`src/hw/rtl/cme_pkg.sv`:
```
// Package for the classification metrics engine: widths, mode codes, status codes,
// sequencer state codes and the controller/datapath command and status structs.
// No dependencies.
`timescale 1ns / 1ps
package cme_pkg;
    localparam int LABEL_W = 4;
    localparam int MODE_W = 2;
    localparam int CCNT_W = 5;
    localparam int STAT_W = 2;
    localparam int CFG_IDX_W = 1;
    localparam int CFG_DATA_W = 5;

    localparam logic [CFG_IDX_W-1:0] REG_AVERAGE_MODE = 1'b0;
    localparam logic [CFG_IDX_W-1:0] REG_CLASS_COUNT = 1'b1;

    localparam logic [MODE_W-1:0] MODE_BINARY = 2'd0;
    localparam logic [MODE_W-1:0] MODE_MICRO = 2'd1;
    localparam logic [MODE_W-1:0] MODE_MACRO = 2'd2;
    localparam logic [MODE_W-1:0] MODE_BAD = 2'd3;

    localparam logic [STAT_W-1:0] STAT_OK = 2'd0;
    localparam logic [STAT_W-1:0] STAT_UNSUP = 2'd1;
    localparam logic [STAT_W-1:0] STAT_OVF = 2'd2;

    // Controller phase codes, shared by the controller and the datapath.
    localparam int PH_W = 3;
    localparam logic [PH_W-1:0] PH_ACC = 3'd0;
    localparam logic [PH_W-1:0] PH_SUM = 3'd1;
    localparam logic [PH_W-1:0] PH_DIV = 3'd2;
    localparam logic [PH_W-1:0] PH_MACC = 3'd3;
    localparam logic [PH_W-1:0] PH_AVG = 3'd4;
    localparam logic [PH_W-1:0] PH_OUT = 3'd5;

    // Divide jobs of the finalize pass
    localparam int JOB_W = 3;
    localparam logic [JOB_W-1:0] JOB_ACC = 3'd0;
    localparam logic [JOB_W-1:0] JOB_PREC = 3'd1;
    localparam logic [JOB_W-1:0] JOB_REC = 3'd2;
    localparam logic [JOB_W-1:0] JOB_F1 = 3'd3;

    // Controller -> datapath
    typedef struct packed {
        logic accum;      // count the input beat
        logic clr_sum;    // clear sum registers
        logic sum_step;   // add class entry into micro sums
        logic load_div;   // start the divider on the current job
        logic macc_step;  // add divider result into macro sums
        logic load_out;   // latch the output fields
        logic clear_all;  // clear counters
        logic [PH_W-1:0] phase;
    } t_cmd;

    // Datapath -> controller
    typedef struct packed {
        logic div_done;
    } t_sts;
endpackage

```
`src/hw/rtl/cme_stream_if.sv`:
```
// Valid/ready channel interface with a parametric payload.
// Depends on nothing.
`timescale 1ns / 1ps
interface cme_stream_if #(
    parameter int W = 9
);
    logic valid;
    logic ready;
    logic [W-1:0] data;
    modport source (output valid, output data, input ready);
    modport sink (input valid, input data, output ready);
endinterface

```
`src/hw/rtl/classification_metrics_engine.sv`:
```
// Top level of the classification metrics engine: controller FSM, config
// registers, datapath. Depends on cme_pkg, cme_stream_if, cme_datapath.
//
//   channel   dir   payload                                   handshake
//   s_in      in    true_label, predicted_label, last_sample  valid/ready
//   m_out     out   accuracy, precision, recall, f_score, st  valid/ready
//   cfg       in    i_cfg_we, i_cfg_idx, i_cfg_data           write strobe
//
// Beats that are not last are taken back to back. A last beat starts a finalize
// pass paced by the shared bit-serial divider, QW = 38 by default: a sum sweep
// of all M = MAX_CLASSES classes, then four divides (binary/micro), or (macro)
// an accuracy divide, three per class and three averaging divides. Input stalls
// during the pass; it holds at its end while an earlier result still waits.
// Synchronous active-low reset clears counters and sets average_mode 0, class_count 2.
`timescale 1ns / 1ps
module classification_metrics_engine #(
    parameter int MAX_CLASSES = 16,
    parameter int MAX_SAMPLES = 65536,
    parameter int FRACTION_BITS = 16
) (
    input  logic i_clk,
    input  logic i_rst_n,
    cme_stream_if.sink   s_in,
    cme_stream_if.source m_out,
    input  logic i_cfg_we,
    input  logic [cme_pkg::CFG_IDX_W-1:0] i_cfg_idx,
    input  logic [cme_pkg::CFG_DATA_W-1:0] i_cfg_data
);
    localparam int CIW = $clog2(MAX_CLASSES);

    logic [cme_pkg::MODE_W-1:0] r_mode;
    logic [cme_pkg::CCNT_W-1:0] r_ccnt;
    logic [cme_pkg::PH_W-1:0] r_ph, n_ph;
    logic [CIW-1:0] r_cls, n_cls;
    logic [cme_pkg::JOB_W-1:0] r_job, n_job;
    logic r_busy, n_busy, r_ovalid, n_ovalid, r_wait, n_wait;
    cme_pkg::t_cmd w_cmd;
    cme_pkg::t_sts w_sts;
    logic w_acc_beat;
    logic [FRACTION_BITS:0] w_acc, w_prec, w_rec, w_f1;
    logic [cme_pkg::STAT_W-1:0] w_status;

    always_ff @(posedge i_clk) begin
        if (!i_rst_n) begin
            r_mode <= cme_pkg::MODE_BINARY;
            r_ccnt <= 5'd2;
        end else if (i_cfg_we) begin
            unique case (i_cfg_idx)
                cme_pkg::REG_AVERAGE_MODE: r_mode <= i_cfg_data[cme_pkg::MODE_W-1:0];
                default: r_ccnt <= i_cfg_data;
            endcase
        end
    end

    assign s_in.ready = !r_busy;
    assign w_acc_beat = s_in.valid && s_in.ready;
    wire w_last_cls = (r_cls == CIW'(MAX_CLASSES - 1));

    // Sequencer: SUM sweep -> DIV jobs; macro: ACC only, MACC per class+job, AVG
    always_comb begin
        n_ph = r_ph;
        n_cls = r_cls;
        n_job = r_job;
        n_busy = r_busy;
        n_ovalid = r_ovalid;
        n_wait = r_wait;
        w_cmd = '0;
        w_cmd.phase = r_ph;
        w_cmd.accum = w_acc_beat;
        if (r_ovalid && m_out.ready) n_ovalid = 1'b0;
        if (w_acc_beat && s_in.data[0]) begin
            n_busy = 1'b1;
            n_ph = cme_pkg::PH_SUM;
            n_cls = '0;
            n_job = cme_pkg::JOB_ACC;
            n_wait = 1'b0;
            w_cmd.clr_sum = 1'b1;
        end else if (r_busy) begin
            unique case (r_ph) inside
                cme_pkg::PH_SUM: begin
                    w_cmd.sum_step = 1'b1;
                    n_cls = r_cls + 1'b1;
                    if (w_last_cls) begin
                        n_cls = '0;
                        n_ph = cme_pkg::PH_DIV;
                    end
                end
                cme_pkg::PH_DIV, cme_pkg::PH_AVG: begin
                    if (!r_wait) begin
                        w_cmd.load_div = 1'b1;
                        n_wait = 1'b1;
                    end else if (w_sts.div_done) begin
                        n_wait = 1'b0;
                        n_job = r_job + 1'b1;
                        if (r_job == cme_pkg::JOB_F1) begin
                            n_job = cme_pkg::JOB_PREC;
                            if (r_ph == cme_pkg::PH_DIV && r_mode == cme_pkg::MODE_MACRO) begin
                                n_ph = cme_pkg::PH_MACC;
                            end else begin
                                n_ph = cme_pkg::PH_OUT;
                            end
                        end
                        if (r_ph == cme_pkg::PH_DIV && r_mode == cme_pkg::MODE_MACRO
                            && r_job == cme_pkg::JOB_ACC) begin
                            n_job = cme_pkg::JOB_PREC;
                            n_ph = cme_pkg::PH_MACC;
                        end
                    end
                end
                cme_pkg::PH_MACC: begin
                    if (!r_wait) begin
                        w_cmd.load_div = 1'b1;
                        n_wait = 1'b1;
                    end else if (w_sts.div_done) begin
                        w_cmd.macc_step = 1'b1;
                        n_wait = 1'b0;
                        n_job = r_job + 1'b1;
                        if (r_job == cme_pkg::JOB_F1) begin
                            n_job = cme_pkg::JOB_PREC;
                            n_cls = r_cls + 1'b1;
                            if (w_last_cls) begin
                                n_cls = '0;
                                n_ph = cme_pkg::PH_AVG;
                            end
                        end
                    end
                end
                default: begin
                    // wait here until the output register is free
                    if (!r_ovalid || m_out.ready) begin
                        w_cmd.load_out = 1'b1;
                        w_cmd.clear_all = 1'b1;
                        n_busy = 1'b0;
                        n_ovalid = 1'b1;
                        n_ph = cme_pkg::PH_ACC;
                    end
                end
            endcase
        end
    end

    always_ff @(posedge i_clk) begin
        if (!i_rst_n) begin
            r_ph <= cme_pkg::PH_ACC;
            r_cls <= '0;
            r_job <= cme_pkg::JOB_ACC;
            r_busy <= 1'b0;
            r_ovalid <= 1'b0;
            r_wait <= 1'b0;
        end else begin
            r_ph <= n_ph;
            r_cls <= n_cls;
            r_job <= n_job;
            r_busy <= n_busy;
            r_ovalid <= n_ovalid;
            r_wait <= n_wait;
        end
    end

    cme_datapath #(
        .MAX_CLASSES   (MAX_CLASSES),
        .MAX_SAMPLES   (MAX_SAMPLES),
        .FRACTION_BITS (FRACTION_BITS)
    ) u_dp (
        .i_clk    (i_clk),
        .i_rst_n  (i_rst_n),
        .i_cmd    (w_cmd),
        .o_sts    (w_sts),
        .i_true   (s_in.data[8:5]),
        .i_pred   (s_in.data[4:1]),
        .i_mode   (r_mode),
        .i_ccnt   (r_ccnt),
        .i_cls    (r_cls),
        .i_job    (r_job),
        .o_acc    (w_acc),
        .o_prec   (w_prec),
        .o_rec    (w_rec),
        .o_f1     (w_f1),
        .o_status (w_status)
    );

    assign m_out.valid = r_ovalid;
    assign m_out.data = {w_acc, w_prec, w_rec, w_f1, w_status};

`ifndef NO_ASSERTIONS
    a_out_hold: assert property (@(posedge i_clk) disable iff (!i_rst_n)
        r_ovalid && !m_out.ready |=> r_ovalid && $stable(m_out.data))
        else $error("result beat changed while waiting");
    a_out_after_finish: assert property (@(posedge i_clk) disable iff (!i_rst_n)
        w_cmd.load_out |=> r_ovalid) else $error("finish without result");
    a_busy_blocks: assert property (@(posedge i_clk) disable iff (!i_rst_n)
        r_busy |-> !w_acc_beat) else $error("beat accepted while busy");
`endif
endmodule

```
`src/hw/rtl/cme_divider.sv`:
```
// Restoring divider, one quotient bit per cycle: q = floor(n * 2^FB / d), 0 when d == 0.
// Depends on nothing.
`timescale 1ns / 1ps
module cme_divider #(
    parameter int NW = 20,
    parameter int FB = 16
) (
    input  logic          i_clk,
    input  logic          i_rst_n,
    input  logic          i_start,
    input  logic [NW-1:0] i_num,
    input  logic [NW-1:0] i_den,
    output logic          o_done,
    output logic [NW+FB-1:0] o_quot
);
    localparam int QW = NW + FB;
    localparam int CW = $clog2(QW + 1);

    logic [QW-1:0] r_dvd, n_dvd;
    logic [NW:0]   r_rem, n_rem;
    logic [NW-1:0] r_den;
    logic [CW-1:0] r_cnt, n_cnt;
    logic          r_busy, n_busy, r_done, n_done, r_zero;
    logic [NW:0]   w_trial;

    always_comb begin
        n_dvd = r_dvd;
        n_rem = r_rem;
        n_cnt = r_cnt;
        n_busy = r_busy;
        n_done = 1'b0;
        w_trial = {r_rem[NW-1:0], r_dvd[QW-1]};
        if (i_start) begin
            n_dvd = {i_num, {FB{1'b0}}};
            n_rem = '0;
            n_cnt = CW'(QW);
            n_busy = 1'b1;
        end else if (r_busy) begin
            if (w_trial >= {1'b0, r_den}) begin
                n_rem = w_trial - {1'b0, r_den};
                n_dvd = {r_dvd[QW-2:0], 1'b1};
            end else begin
                n_rem = w_trial;
                n_dvd = {r_dvd[QW-2:0], 1'b0};
            end
            n_cnt = r_cnt - 1'b1;
            if (r_cnt == CW'(1)) begin
                n_busy = 1'b0;
                n_done = 1'b1;
            end
        end
    end

    always_ff @(posedge i_clk) begin
        if (!i_rst_n) begin
            r_busy <= 1'b0;
            r_done <= 1'b0;
            r_cnt <= '0;
        end else begin
            r_busy <= n_busy;
            r_done <= n_done;
            r_cnt <= n_cnt;
        end
        r_dvd <= n_dvd;
        r_rem <= n_rem;
        if (i_start) begin
            r_den <= i_den;
            r_zero <= (i_den == '0);
        end
    end

    assign o_done = r_done;
    assign o_quot = r_zero ? '0 : r_dvd;
endmodule

```
`src/hw/rtl/cme_datapath.sv`:
```
// Datapath: per-class counter memories, totals, micro/macro sums, divider and
// output register. Depends on cme_pkg and cme_divider.
`timescale 1ns / 1ps
module cme_datapath #(
    parameter int MAX_CLASSES = 16,
    parameter int MAX_SAMPLES = 65536,
    parameter int FRACTION_BITS = 16
) (
    input  logic i_clk,
    input  logic i_rst_n,
    input  cme_pkg::t_cmd i_cmd,
    output cme_pkg::t_sts o_sts,
    input  logic [cme_pkg::LABEL_W-1:0] i_true,
    input  logic [cme_pkg::LABEL_W-1:0] i_pred,
    input  logic [cme_pkg::MODE_W-1:0] i_mode,
    input  logic [cme_pkg::CCNT_W-1:0] i_ccnt,
    input  logic [$clog2(MAX_CLASSES)-1:0] i_cls,   // class index for sweeps
    input  logic [cme_pkg::JOB_W-1:0] i_job,
    output logic [FRACTION_BITS:0] o_acc,
    output logic [FRACTION_BITS:0] o_prec,
    output logic [FRACTION_BITS:0] o_rec,
    output logic [FRACTION_BITS:0] o_f1,
    output logic [cme_pkg::STAT_W-1:0] o_status
);
    localparam int CIW = $clog2(MAX_CLASSES);
    localparam int CNW = $clog2(MAX_SAMPLES + 1);
    // macro sums: up to MAX_CLASSES fractions of at most 2^FB each
    localparam int SW = FRACTION_BITS + 1 + CIW + 1;
    // 2*tp+fp+fn is at most twice the item count; macro sums go through the divider too
    localparam int NW = (CNW + 2 > SW) ? CNW + 2 : SW;
    localparam int QW = NW + FRACTION_BITS;
    localparam int OW = FRACTION_BITS + 1;

    logic [CNW-1:0] r_tp [MAX_CLASSES];
    logic [CNW-1:0] r_fp [MAX_CLASSES];
    logic [CNW-1:0] r_fn [MAX_CLASSES];
    logic [MAX_CLASSES-1:0] r_tpv, r_fpv, r_fnv;
    logic [CNW-1:0] r_total, r_correct;
    logic [cme_pkg::LABEL_W-1:0] r_largest;
    logic r_ovf;
    logic [NW-1:0] r_stp, r_sfp, r_sfn;
    logic [SW-1:0] r_sp, r_sr, r_sf;
    logic [CNW-1:0] w_tp, w_fp, w_fn;
    logic [NW-1:0] w_num, w_den;
    logic [QW-1:0] w_quot;
    logic w_start, w_done;
    logic [4:0] w_nc;
    logic w_unsup, w_cls_ok;
    logic [SW-1:0] w_macc_src;
    logic [cme_pkg::STAT_W-1:0] w_stat;
    logic [OW-1:0] r_acc, r_prec, r_rec, r_f1;
    logic [OW-1:0] r_oacc, r_oprec, r_orec, r_of1;
    logic [cme_pkg::STAT_W-1:0] r_status;

    wire w_true_in = (32'(i_true) < MAX_CLASSES);
    wire w_pred_in = (32'(i_pred) < MAX_CLASSES);
    wire [CIW-1:0] w_ti = CIW'(i_true);
    wire [CIW-1:0] w_pi = CIW'(i_pred);

    // Counter memories: a beat updates tp, or fp and fn; unset entries read zero.
    always_ff @(posedge i_clk) begin
        if (!i_rst_n || i_cmd.clear_all) begin
            r_tpv <= '0;
            r_fpv <= '0;
            r_fnv <= '0;
            r_total <= '0;
            r_correct <= '0;
            r_largest <= '0;
            r_ovf <= 1'b0;
        end else if (i_cmd.accum) begin
            if (32'(r_total) >= MAX_SAMPLES) begin
                r_ovf <= 1'b1;
            end else begin
                r_total <= r_total + 1'b1;
                if (i_true > r_largest) r_largest <= i_true;
                if (i_true == i_pred) begin
                    r_correct <= r_correct + 1'b1;
                    if (w_true_in) begin
                        r_tp[w_ti] <= (r_tpv[w_ti] ? r_tp[w_ti] : '0) + 1'b1;
                        r_tpv[w_ti] <= 1'b1;
                    end
                end else begin
                    if (w_pred_in) begin
                        r_fp[w_pi] <= (r_fpv[w_pi] ? r_fp[w_pi] : '0) + 1'b1;
                        r_fpv[w_pi] <= 1'b1;
                    end
                    if (w_true_in) begin
                        r_fn[w_ti] <= (r_fnv[w_ti] ? r_fn[w_ti] : '0) + 1'b1;
                        r_fnv[w_ti] <= 1'b1;
                    end
                end
            end
        end
    end

    always_comb begin
        w_tp = r_tpv[i_cls] ? r_tp[i_cls] : '0;
        w_fp = r_fpv[i_cls] ? r_fp[i_cls] : '0;
        w_fn = r_fnv[i_cls] ? r_fn[i_cls] : '0;
    end

    assign w_nc = (i_ccnt == '0) ? 5'(r_largest) + 5'd1 : i_ccnt;
    assign w_cls_ok = (32'(i_cls) < 32'(w_nc));
    assign w_unsup = (i_mode == cme_pkg::MODE_BAD) ||
                     (i_mode == cme_pkg::MODE_BINARY && i_ccnt != 5'd2);

    // Micro sums (binary mode sums only class 1) and macro sums of divider results
    always_ff @(posedge i_clk) begin
        if (i_cmd.clr_sum) begin
            r_stp <= '0;
            r_sfp <= '0;
            r_sfn <= '0;
            r_sp <= '0;
            r_sr <= '0;
            r_sf <= '0;
        end else begin
            if (i_cmd.sum_step && w_cls_ok &&
                (i_mode != cme_pkg::MODE_BINARY || 32'(i_cls) == 1)) begin
                r_stp <= r_stp + NW'(w_tp);
                r_sfp <= r_sfp + NW'(w_fp);
                r_sfn <= r_sfn + NW'(w_fn);
            end
            if (i_cmd.macc_step) begin
                unique case (i_job)
                    cme_pkg::JOB_PREC: r_sp <= r_sp + w_macc_src;
                    cme_pkg::JOB_REC: r_sr <= r_sr + w_macc_src;
                    default: r_sf <= r_sf + w_macc_src;
                endcase
            end
        end
    end

    // Divider operand selection
    always_comb begin
        logic [NW-1:0] tp, fp, fn;
        if (i_cmd.phase == cme_pkg::PH_DIV) begin
            tp = r_stp;
            fp = r_sfp;
            fn = r_sfn;
        end else begin
            tp = NW'(w_tp);
            fp = NW'(w_fp);
            fn = NW'(w_fn);
        end
        w_num = '0;
        w_den = '0;
        if (i_cmd.phase == cme_pkg::PH_AVG) begin
            // floor(S * 2^FB / nc) >> FB is floor(S / nc)
            unique case (i_job)
                cme_pkg::JOB_PREC: w_num = NW'(r_sp);
                cme_pkg::JOB_REC: w_num = NW'(r_sr);
                default: w_num = NW'(r_sf);
            endcase
            w_den = NW'(w_nc);
        end else begin
            unique case (i_job)
                cme_pkg::JOB_ACC: begin
                    w_num = NW'(r_correct);
                    w_den = NW'(r_total);
                end
                cme_pkg::JOB_PREC: begin
                    w_num = tp;
                    w_den = tp + fp;
                end
                cme_pkg::JOB_REC: begin
                    w_num = tp;
                    w_den = tp + fn;
                end
                default: begin
                    w_num = tp << 1;
                    w_den = (tp << 1) + fp + fn;
                end
            endcase
        end
    end

    assign w_start = i_cmd.load_div;
    assign w_macc_src = (w_cls_ok) ? SW'(w_quot) : '0;

    cme_divider #(.NW(NW), .FB(FRACTION_BITS)) u_div (
        .i_clk   (i_clk),
        .i_rst_n (i_rst_n),
        .i_start (w_start),
        .i_num   (w_num),
        .i_den   (w_den),
        .o_done  (w_done),
        .o_quot  (w_quot)
    );

    assign w_stat = w_unsup ? cme_pkg::STAT_UNSUP :
                    r_ovf ? cme_pkg::STAT_OVF : cme_pkg::STAT_OK;

    // Working results, one per divide job
    always_ff @(posedge i_clk) begin
        if (w_done) begin
            if (i_cmd.phase == cme_pkg::PH_AVG) begin
                unique case (i_job)
                    cme_pkg::JOB_PREC: r_prec <= OW'(w_quot >> FRACTION_BITS);
                    cme_pkg::JOB_REC: r_rec <= OW'(w_quot >> FRACTION_BITS);
                    default: r_f1 <= OW'(w_quot >> FRACTION_BITS);
                endcase
            end else if (i_cmd.phase != cme_pkg::PH_MACC) begin
                unique case (i_job)
                    cme_pkg::JOB_ACC: r_acc <= OW'(w_quot);
                    cme_pkg::JOB_PREC: r_prec <= OW'(w_quot);
                    cme_pkg::JOB_REC: r_rec <= OW'(w_quot);
                    default: r_f1 <= OW'(w_quot);
                endcase
            end
        end
    end

    // Output register: holds the result beat while the next set streams in
    always_ff @(posedge i_clk) begin
        if (i_cmd.load_out) begin
            r_status <= w_stat;
            r_oacc <= (w_stat == cme_pkg::STAT_OK) ? r_acc : '0;
            r_oprec <= (w_stat == cme_pkg::STAT_OK) ? r_prec : '0;
            r_orec <= (w_stat == cme_pkg::STAT_OK) ? r_rec : '0;
            r_of1 <= (w_stat == cme_pkg::STAT_OK) ? r_f1 : '0;
        end
    end

    assign o_sts.div_done = w_done;
    assign o_acc = r_oacc;
    assign o_prec = r_oprec;
    assign o_rec = r_orec;
    assign o_f1 = r_of1;
    assign o_status = r_status;
endmodule

```
`src/flat_wrapper.sv`:
```
// flat-port wrapper written by rule: the top's interface ports become plain ports
module classification_metrics_engine_flat 
#(
    parameter int MAX_CLASSES = 16,
    parameter int MAX_SAMPLES = 65536,
    parameter int FRACTION_BITS = 16
)
  (i_clk, i_rst_n, i_cfg_we, i_cfg_idx, i_cfg_data, s_in_valid, s_in_data, s_in_ready, m_out_valid, m_out_data, m_out_ready);
  cme_stream_if #(.W(2 * (cme_pkg::LABEL_W) + 1)) s_in_i ();
  cme_stream_if #(.W((4 * ((16) + 1) + (cme_pkg::STAT_W)))) m_out_i ();
  input  logic i_clk;
  input  logic i_rst_n;
  input  logic i_cfg_we;
  input  logic [cme_pkg::CFG_IDX_W-1:0] i_cfg_idx;
  input  logic [cme_pkg::CFG_DATA_W-1:0] i_cfg_data;
  input wire logic [$bits(s_in_i.valid)-1:0] s_in_valid;
  input wire logic [$bits(s_in_i.data)-1:0] s_in_data;
  output wire logic [$bits(s_in_i.ready)-1:0] s_in_ready;
  output wire logic [$bits(m_out_i.valid)-1:0] m_out_valid;
  output wire logic [$bits(m_out_i.data)-1:0] m_out_data;
  input wire logic [$bits(m_out_i.ready)-1:0] m_out_ready;
  assign s_in_i.valid = s_in_valid;
  assign s_in_i.data = s_in_data;
  assign s_in_ready = s_in_i.ready;
  assign m_out_valid = m_out_i.valid;
  assign m_out_data = m_out_i.data;
  assign m_out_i.ready = m_out_ready;
  classification_metrics_engine #(.MAX_CLASSES(MAX_CLASSES), .MAX_SAMPLES(MAX_SAMPLES), .FRACTION_BITS(FRACTION_BITS)) u_core (.i_clk(i_clk), .i_rst_n(i_rst_n), .s_in(s_in_i), .m_out(m_out_i), .i_cfg_we(i_cfg_we), .i_cfg_idx(i_cfg_idx), .i_cfg_data(i_cfg_data));
endmodule
```
`config.mk`:
```
export PLATFORM = sky130hd
export DESIGN_NAME = classification_metrics_engine_flat
export DESIGN_NICKNAME = d
export VERILOG_FILES = /design/src/hw/rtl/cme_pkg.sv /design/src/hw/rtl/cme_stream_if.sv /design/src/hw/rtl/classification_metrics_engine.sv /design/src/hw/rtl/cme_divider.sv /design/src/hw/rtl/cme_datapath.sv /design/src/flat_wrapper.sv
export SDC_FILE = /design/constraint.sdc
export NUM_CORES = 2
export LEC_CHECK = 0
export BUFFER_PORTS_ARGS = -buffer_cell sky130_fd_sc_hd__buf_2
export CAP_MARGIN = 20
export CORE_MARGIN = 2
export CORE_UTILIZATION = 45
export CTS_BUF_LIST = sky130_fd_sc_hd__clkbuf_2
export CTS_CLUSTER_SIZE = 25
export DETAILED_ROUTE_END_ITERATION = 12
export HOLD_SLACK_MARGIN = 0.06
export PLACE_DENSITY_LB_ADDON = 0.15
export SETUP_SLACK_MARGIN = 0.2
export SLEW_MARGIN = 5
export SYNTH_ARGS = -nofsm -noshare
export SYNTH_HDL_FRONTEND = slang
export SYNTH_SLANG_ARGS = --single-unit
```
`constraint.sdc`:
```
create_clock -name i_clk -period 8.12 [get_ports i_clk]
set_input_delay 0 -clock i_clk [delete_from_list [all_inputs] [get_ports i_clk]]
set_output_delay 0 -clock i_clk [all_outputs]
set_load 0.02 [all_outputs]
```
After elaboration in Yosys (flattened, before gate mapping)
Memory sizes are Yosys's and may differ from the RTL's. A register that Yosys moved wholly into a read port is not among the register bits.
Index checks and enable logic that the tools add are counted.
- mux-type cells: 121
- $add $sub $neg: 20
- bitwise logic cells: 10
- eq/ne operators: 33
- $lt $le $gt $ge: 9
- reductions and logical operators: 57
- operators with widths (operator ; count):
    $mux 17 ; 18
    $add 22x22->22 ; 7
    $mux 22 ; 7
    $pmux 22 s2 ; 2
    $add 17x1->17 const B ; 5
    $mux 38 ; 2
    $add 22x17->22 ; 3
    $pmux 22 s3 ; 1
    $mux 3 ; 17
    $or 16x16->16 ; 3
    $mux 1 ; 43
    $mux 4 ; 10
    $mux 33 ; 1
    $bmux 1 s4 ; 6
    $ge 23x22->1 ; 1
    $logic_not 22->1 ; 1
    $sub 22x22->22 ; 1
    $reduce_and 10->1 ; 2
    $ne 3x1->1 const B ; 6
    $ge 17x17->1 const B ; 1
    $reduce_and 2->1 ; 8
    $lt 4x5->1 const B ; 3
    $mux 5 ; 3
    $reduce_and 3->1 ; 5
    42 further kinds ; 94
- bits in registers: 468
- memories kept: 3
- bits of input ports: 20
- output and inout bits: 72
- logic and storage cells: 293
- memory bits (writable): 816
- memories (name ; words ; width ; rd ports ; clocked after Yosys merged registers in ; write ports ; RTL line ; text):
    u_core.u_dp.r_fn ; 16 ; 17 ; 2 ; 1 ; 1 ; cme_datapath.sv:36 ; logic [CNW-1:0] r_fn [MAX_CLASSES];
    u_core.u_dp.r_fp ; 16 ; 17 ; 2 ; 1 ; 1 ; cme_datapath.sv:35 ; logic [CNW-1:0] r_fp [MAX_CLASSES];
    u_core.u_dp.r_tp ; 16 ; 17 ; 2 ; 1 ; 1 ; cme_datapath.sv:34 ; logic [CNW-1:0] r_tp [MAX_CLASSES];

Longest topological paths before layout
- depth in word-level cells: 10
- mapped depth: 28
- mapped depth without buffers: 25

Hierarchy
Synthesis repeated with hierarchy kept, for this count alone.
- cells, all modules: 5071
- area, all modules: 67772.5 sq um
- modules (own cells, without submodules) (module ; area each (sq um) ; sequential area each (sq um) ; cells an instance ; instances):
    cme_datapath ; 61714.2 ; 33031.7 ; 4421 ; 1
    cme_divider ; 4951.0 ; 2272.2 ; 514 ; 1
    classification_metrics_engine ; 1107.3 ; 400.4 ; 136 ; 1

Worst setup path after synthesis
No wires, ideal clock.
- path kind: reg2reg
- from: reg (tool-made name)
- to: reg u_core.u_dp.u_div.r_zero (data pin)
- clock period less this slack: 8.140 ns
- path buffers: 6
- data arrival time: 7.970 ns
- setup time: 0.170 ns
- data required time: 7.950 ns
- path slack: -0.020 ns
- cell stages (with the launch flop): 27
- cell sequence: dfxtp_1 -> buf_6 -> buf_12 -> clkbuf_1 -> clkbuf_1 -> clkbuf_1 -> buf_1 -> mux4_2 -> mux4_2 -> nand2_1 -> o21ai_0 -> mux2_2 -> ha_1 -> fa_1 -> a211oi_1 -> o21ai_0 -> nor3b_1 -> nor3_1 -> xnor2_1 -> a22oi_1 -> a21oi_1 -> or4_1 -> or4_1 -> or4_1 -> or4_1 -> or4_1 -> nor4_2
- RTL lines (element ; RTL line ; text):
    end signal: assignment ; cme_divider.sv:68 ; r_zero <= (i_den == '0);
    end: declaration ; cme_divider.sv:23 ; logic r_busy, n_busy, r_done, n_done, r_zero;

Worst setup path in the final report
- from: reg u_core.u_dp.r_largest[0] (netlist bit)
- to: reg u_core.u_dp.r_sr[21]
- word-level cells in the longest chain between the ends: 5
- RTL lines (element ; RTL line ; text):
    start: declaration ; cme_datapath.sv:39 ; logic [cme_pkg::LABEL_W-1:0] r_largest;
    start signal: assignment ; cme_datapath.sv:75 ; if (i_true > r_largest) r_largest <= i_true;
    $add 4x1->5 ; cme_datapath.sv:102 ; assign w_nc = (i_ccnt == '0) ? 5'(r_largest) + 5'd1 : i_ccnt;
    $mux 5 ; cme_datapath.sv:102 ;
    $lt 4x5->1 ; cme_datapath.sv:103 ; assign w_cls_ok = (32'(i_cls) < 32'(w_nc));
    $mux 22 ; cme_datapath.sv:178 ; assign w_macc_src = (w_cls_ok) ? SW'(w_quot) : '0;
    $add 22x22->22 ; cme_datapath.sv:126 ; cme_pkg::JOB_REC: r_sr <= r_sr + w_macc_src;
    end signal: assignment ; cme_datapath.sv:126 ;
    end: declaration ; cme_datapath.sv:42 ; logic [SW-1:0] r_sp, r_sr, r_sf;
No other way between the ends.
A chain may end at the register's enable or synchronous reset.

==> flow_metrics.py <==
metrics = {
    "cts": {
        "postCtsSetupBuffers": 0,
        "clk_pin_slew_ns": 0.11,
        "cts_tree": "yes",
        "clockRootBuffer": "clkbuf_2",
        "cts_buffers": 349,
        "cts_buffer_depth": 4,
        "ctsHoldBuffers": 81,
        "post_cts_resized": 0,
        "insertion_delay_ns": 1.78,
        "ctsHtreeMaxLevel": 5,
        "cts.sinks": 1288,
    },
    "sta": {
        "final_max_slew_viol_count": 0,
        "fin_crit_ns": 7.520,
        "rsz0062_at_grt": "false",
        "hold_violations": 0,
        "max_slew_margin_pct": 20.66,
        "setup_viol_count_final": 0,
        "fin_skew_ns": 0.2383,
        "timing.final.crit_share_pct": 92.61,
        "fin_ws_ns": 0.5998,
        "worst_pin_slew_ns": 1.190,
        "max_freq_mhz": 133.0,
        "finalSetupTns_ns": 0,
    },
    "synthesis": {
        "synthTopCellsByArea": "edfxtp_1 (45%), mux4_2 (18%), dfxtp_1 (8.7%)",
        "muxShareOfSynthArea_pct": 19.52,
        "ys_seq_area_share_pct": 53.65,
        "yosys.area_share.adder_pct": 4.596,
        "synth_top_family_by_area": "multiplexers",
        "syn_area_per_cell_um2": 13.60,
        "netlist_instances": 4906,
        "synth-simple-area-share_pct": 9.237,
        "ys_seq_elements": 1288,
        "yosys.area_share.xor_xnor_pct": 2.988,
        "yosys_warnings": 0,
        "syn-num-nets": 5154,
        "ys.flop_type": "edfxtp_1",
        "synth_edf_count": 999,
        "synth.distinct_cells": 80,
        "synth_most_common_cell": "edfxtp_1",
        "synth_top_cell_by_area": "edfxtp_1",
        "ys_async_sr_fraction_pct": 0,
        "netlist_area_um2": 66700,
        "synth_top_area_share_pct": 44.98,
        "synth_compound_gate_area_share_pct": 7.522,
        "synthTopCellsByCount": "edfxtp_1 (999), mux4_2 (528), nand2_1 (466), a21oi_1 (303), dfxtp_1 (289)",
    },
    "critical_path": {
        "worstSetupEndpoint": "u_core.u_dp.r_sr[21]",
        "r2r_end": "u_core.u_dp.r_sr[21]",
        "cp.arrival_ns": 9.05,
        "r2r_slack_ns": 0.60,
        "worstSetupPathType": "flop to flop",
        "rr_worst_depth": 27,
        "required_ns": 9.65,
        "cp-start-kind": "flop",
        "worst-path-max-fanout": 21,
        "cp_slowest_stage_delay_ns": 0.58,
        "r2r-start": "u_core.u_dp.r_largest[0]",
        "crit_start": "u_core.u_dp.r_largest[0]",
        "endpoint_kind": "flop",
        "crit_path_top_delay_cell": "a21oi_1",
    },
    "power_and_ir_drop": {
        "clock_power_share_pct": 34.4,
        "power_switching_mw": 3.478,
        "power_frac_comb_pct": 9.4,
        "ir_worst_vdd_mv": 0.1279,
        "p_seq_share_pct": 56.2,
        "p_int_mw": 9.361,
        "power_density_nw_per_um2": 174.0,
        "p_leak_nw": 27.84,
        "p_sw_share_pct": 27.09,
    },
    "run_status": {
        "status": "complete, no violations",
    },
    "die": {
        "start_util_pct": 45.22,
        "placementRows": 141,
        "fp.dieH_um": 389.0,
        "ioPinCount": 92,
        "core_um2": 147500,
        "dieWidth_um": 389.0,
        "die_area_um2": 151300,
    },
    "global_route": {
        "grt_usage_pct": 24.49,
        "grt_pass1_vias": 44480,
        "grt_max_degree": 88,
        "grt_overflow_total": 0,
        "antenna_found_initial": 8,
        "grt_pass1_wl_mm": 279.5,
    },
    "cells_and_area": {
        "drive_above_1_share_pct": 25.26,
        "nets": 5557,
        "area_delta_synth_final_pct": 10.62,
    },
    "run": {
        "maxCapViolCount": 0,
    },
    "placed_design": {
        "pre_cts_slack_ns": 0.7436,
        "gp_congestion": 0.8691,
        "dp_hpwl_mm": 119.3,
        "port_buffers": 91,
    },
    "detailed_routing": {
        "routed_wl_mm": 185.5,
        "postRouteAntennaNets": 0,
        "drc_errors": 0,
        "viasPerCell": 5.902,
        "vias": 44220,
        "avgRoutedWirePerCell_um": 24.76,
        "drt_iter0_markers": 3782,
        "firstDrtPassIters": 5,
    },
    "min_path": {
        "hold_path.class": "primary input to flop",
        "whs_path_depth": 6,
    },
}
## layout make-up
type	instances	area, um2
multi-input cells	3196	29460
flip-flops and latches	1288	35800
inverters	147	551.8
well taps	1930	2415
diodes	11	27.53
clock buffers	499	2497
clock inverters	93	429.2
repair buffers	327	2599
fillers	12830	73710
## flip-flops by register name, summed over array words and instances (netlist names), 22 cells and up, named ones only
register and flops:
u_core.u_dp.r_fn 272, u_core.u_dp.r_sfn 22, u_core.u_dp.r_stp 22, u_core.u_dp.u_div.r_den 22
u_core.u_dp.u_div.r_dvd 38, u_core.u_dp.r_sf 22, u_core.u_dp.r_tp 272, u_core.u_dp.r_sr 22
u_core.u_dp.r_sp 22, u_core.u_dp.r_fp 272, u_core.u_dp.r_sfp 22, u_core.u_dp.u_div.r_rem 22
## routing by layer
layer  track usage, %  up-vias  part of all wire, %
li1                 -    19870                    -
met1            33.00    22330                   42
met2            40.54     1684                   49
met3            4.211      322                  6.5
met4            7.808        2                  2.5
met5                0        -               0.0070
## critical path, delay by kind of cell, from the launching register on
| kind | cells | cell delay, ns |
|---|---|---|
| AOI/OAI and AO/OA | 14 | 4.05 |
| xor gates and xnor gates | 1 | 0.19 |
| adders and majority gates | 3 | 0.92 |
| buffers and inverters | 2 | 0.47 |
| DFF | 1 | 0.45 |
| muxes | 1 | 0.13 |
| and+or+nand+nor | 6 | 1.11 |
## power by group through the flow
stage          clock [mW]  sequential [mW]  combinational, mW
2_1_floorplan           0             7.35              0.872
3_3_place_gp            0             7.37               1.14
3_5_place_dp            0             7.37               1.15
4_1_cts              4.57             7.22               1.19
5_1_grt              4.88             7.23               1.34
6_report             4.41             7.22               1.21
## cells in the final DEF (no fill, tap or decap), types with 19 or more instances in the layout
cell type	n
nand2_1	466
mux2i_1	81
or3_1	30
o21ai_0	165
mux4_2	528
nand2b_1	38
buf_2	85
nor2_2	41
ha_1	201
clkbuf_2	499
a22oi_1	32
dlygate4sd3_1	80
fa_1	27
a31oi_1	19
buf_4	149
nor2b_1	49
xnor2_1	150
xor2_1	75
and3_1	40
nand3_1	119
edfxtp_1	999
o21bai_1	21
o21a_1	31
a211oi_1	35
a21oi_1	303
and2_1	164
dfxtp_1	284
clkinv_1	75
a21boi_0	21
a21o_1	93
inv_1	144
nor3_1	55
nor2_1	211
## how the worst min path moves through the flow
| stage | to | startpoint |
|---|---|---|
| final | u_core.u_dp.r_fn[1][12] | s_in_data[6] |
| after global routing | u_core.u_dp.r_fn[1][12] | s_in_data[6] |
| after CTS | u_core.u_dp.r_fp[10][0] | s_in_data[4] |
| after detailed placement | u_core.r_ccnt[1] | i_cfg_data[1] |
| after global placement | u_core.r_ccnt[0] | i_cfg_data[0] |
| after floorplan | u_core.r_ccnt[1] | i_cfg_data[1] |
## cells by family after synthesis
logic type                 count (synthesis)
and+or+nand+nor                         1300
AOI/OAI and AO/OA                        812
DFF                                     1288
xor gates and xnor gates                 226
adders and majority gates                229
buffers and inverters                    422
muxes                                    629
## through the flow
stage | instances | utilization, % | total power, mW | hold WS (ns) | cell area [um2]
6_report | 7491 | 50.02 | 12.84 | 0.3102 | 73780
5_1_grt | 7488 | 50.02 | 13.45 | 0.1079 | 73770
4_1_cts | 7465 | 49.91 | 12.98 | 0.08393 | 73620
3_5_place_dp | 6792 | 47.37 | 8.519 | 0.3154 | 69860
3_3_place_gp | 6790 | 47.36 | 8.513 | 0.3136 | 69840
2_1_floorplan | 4906 | - | 8.224 | 0.1480 | 66700
No activity file was read; power rests on OpenSTA's default activity.
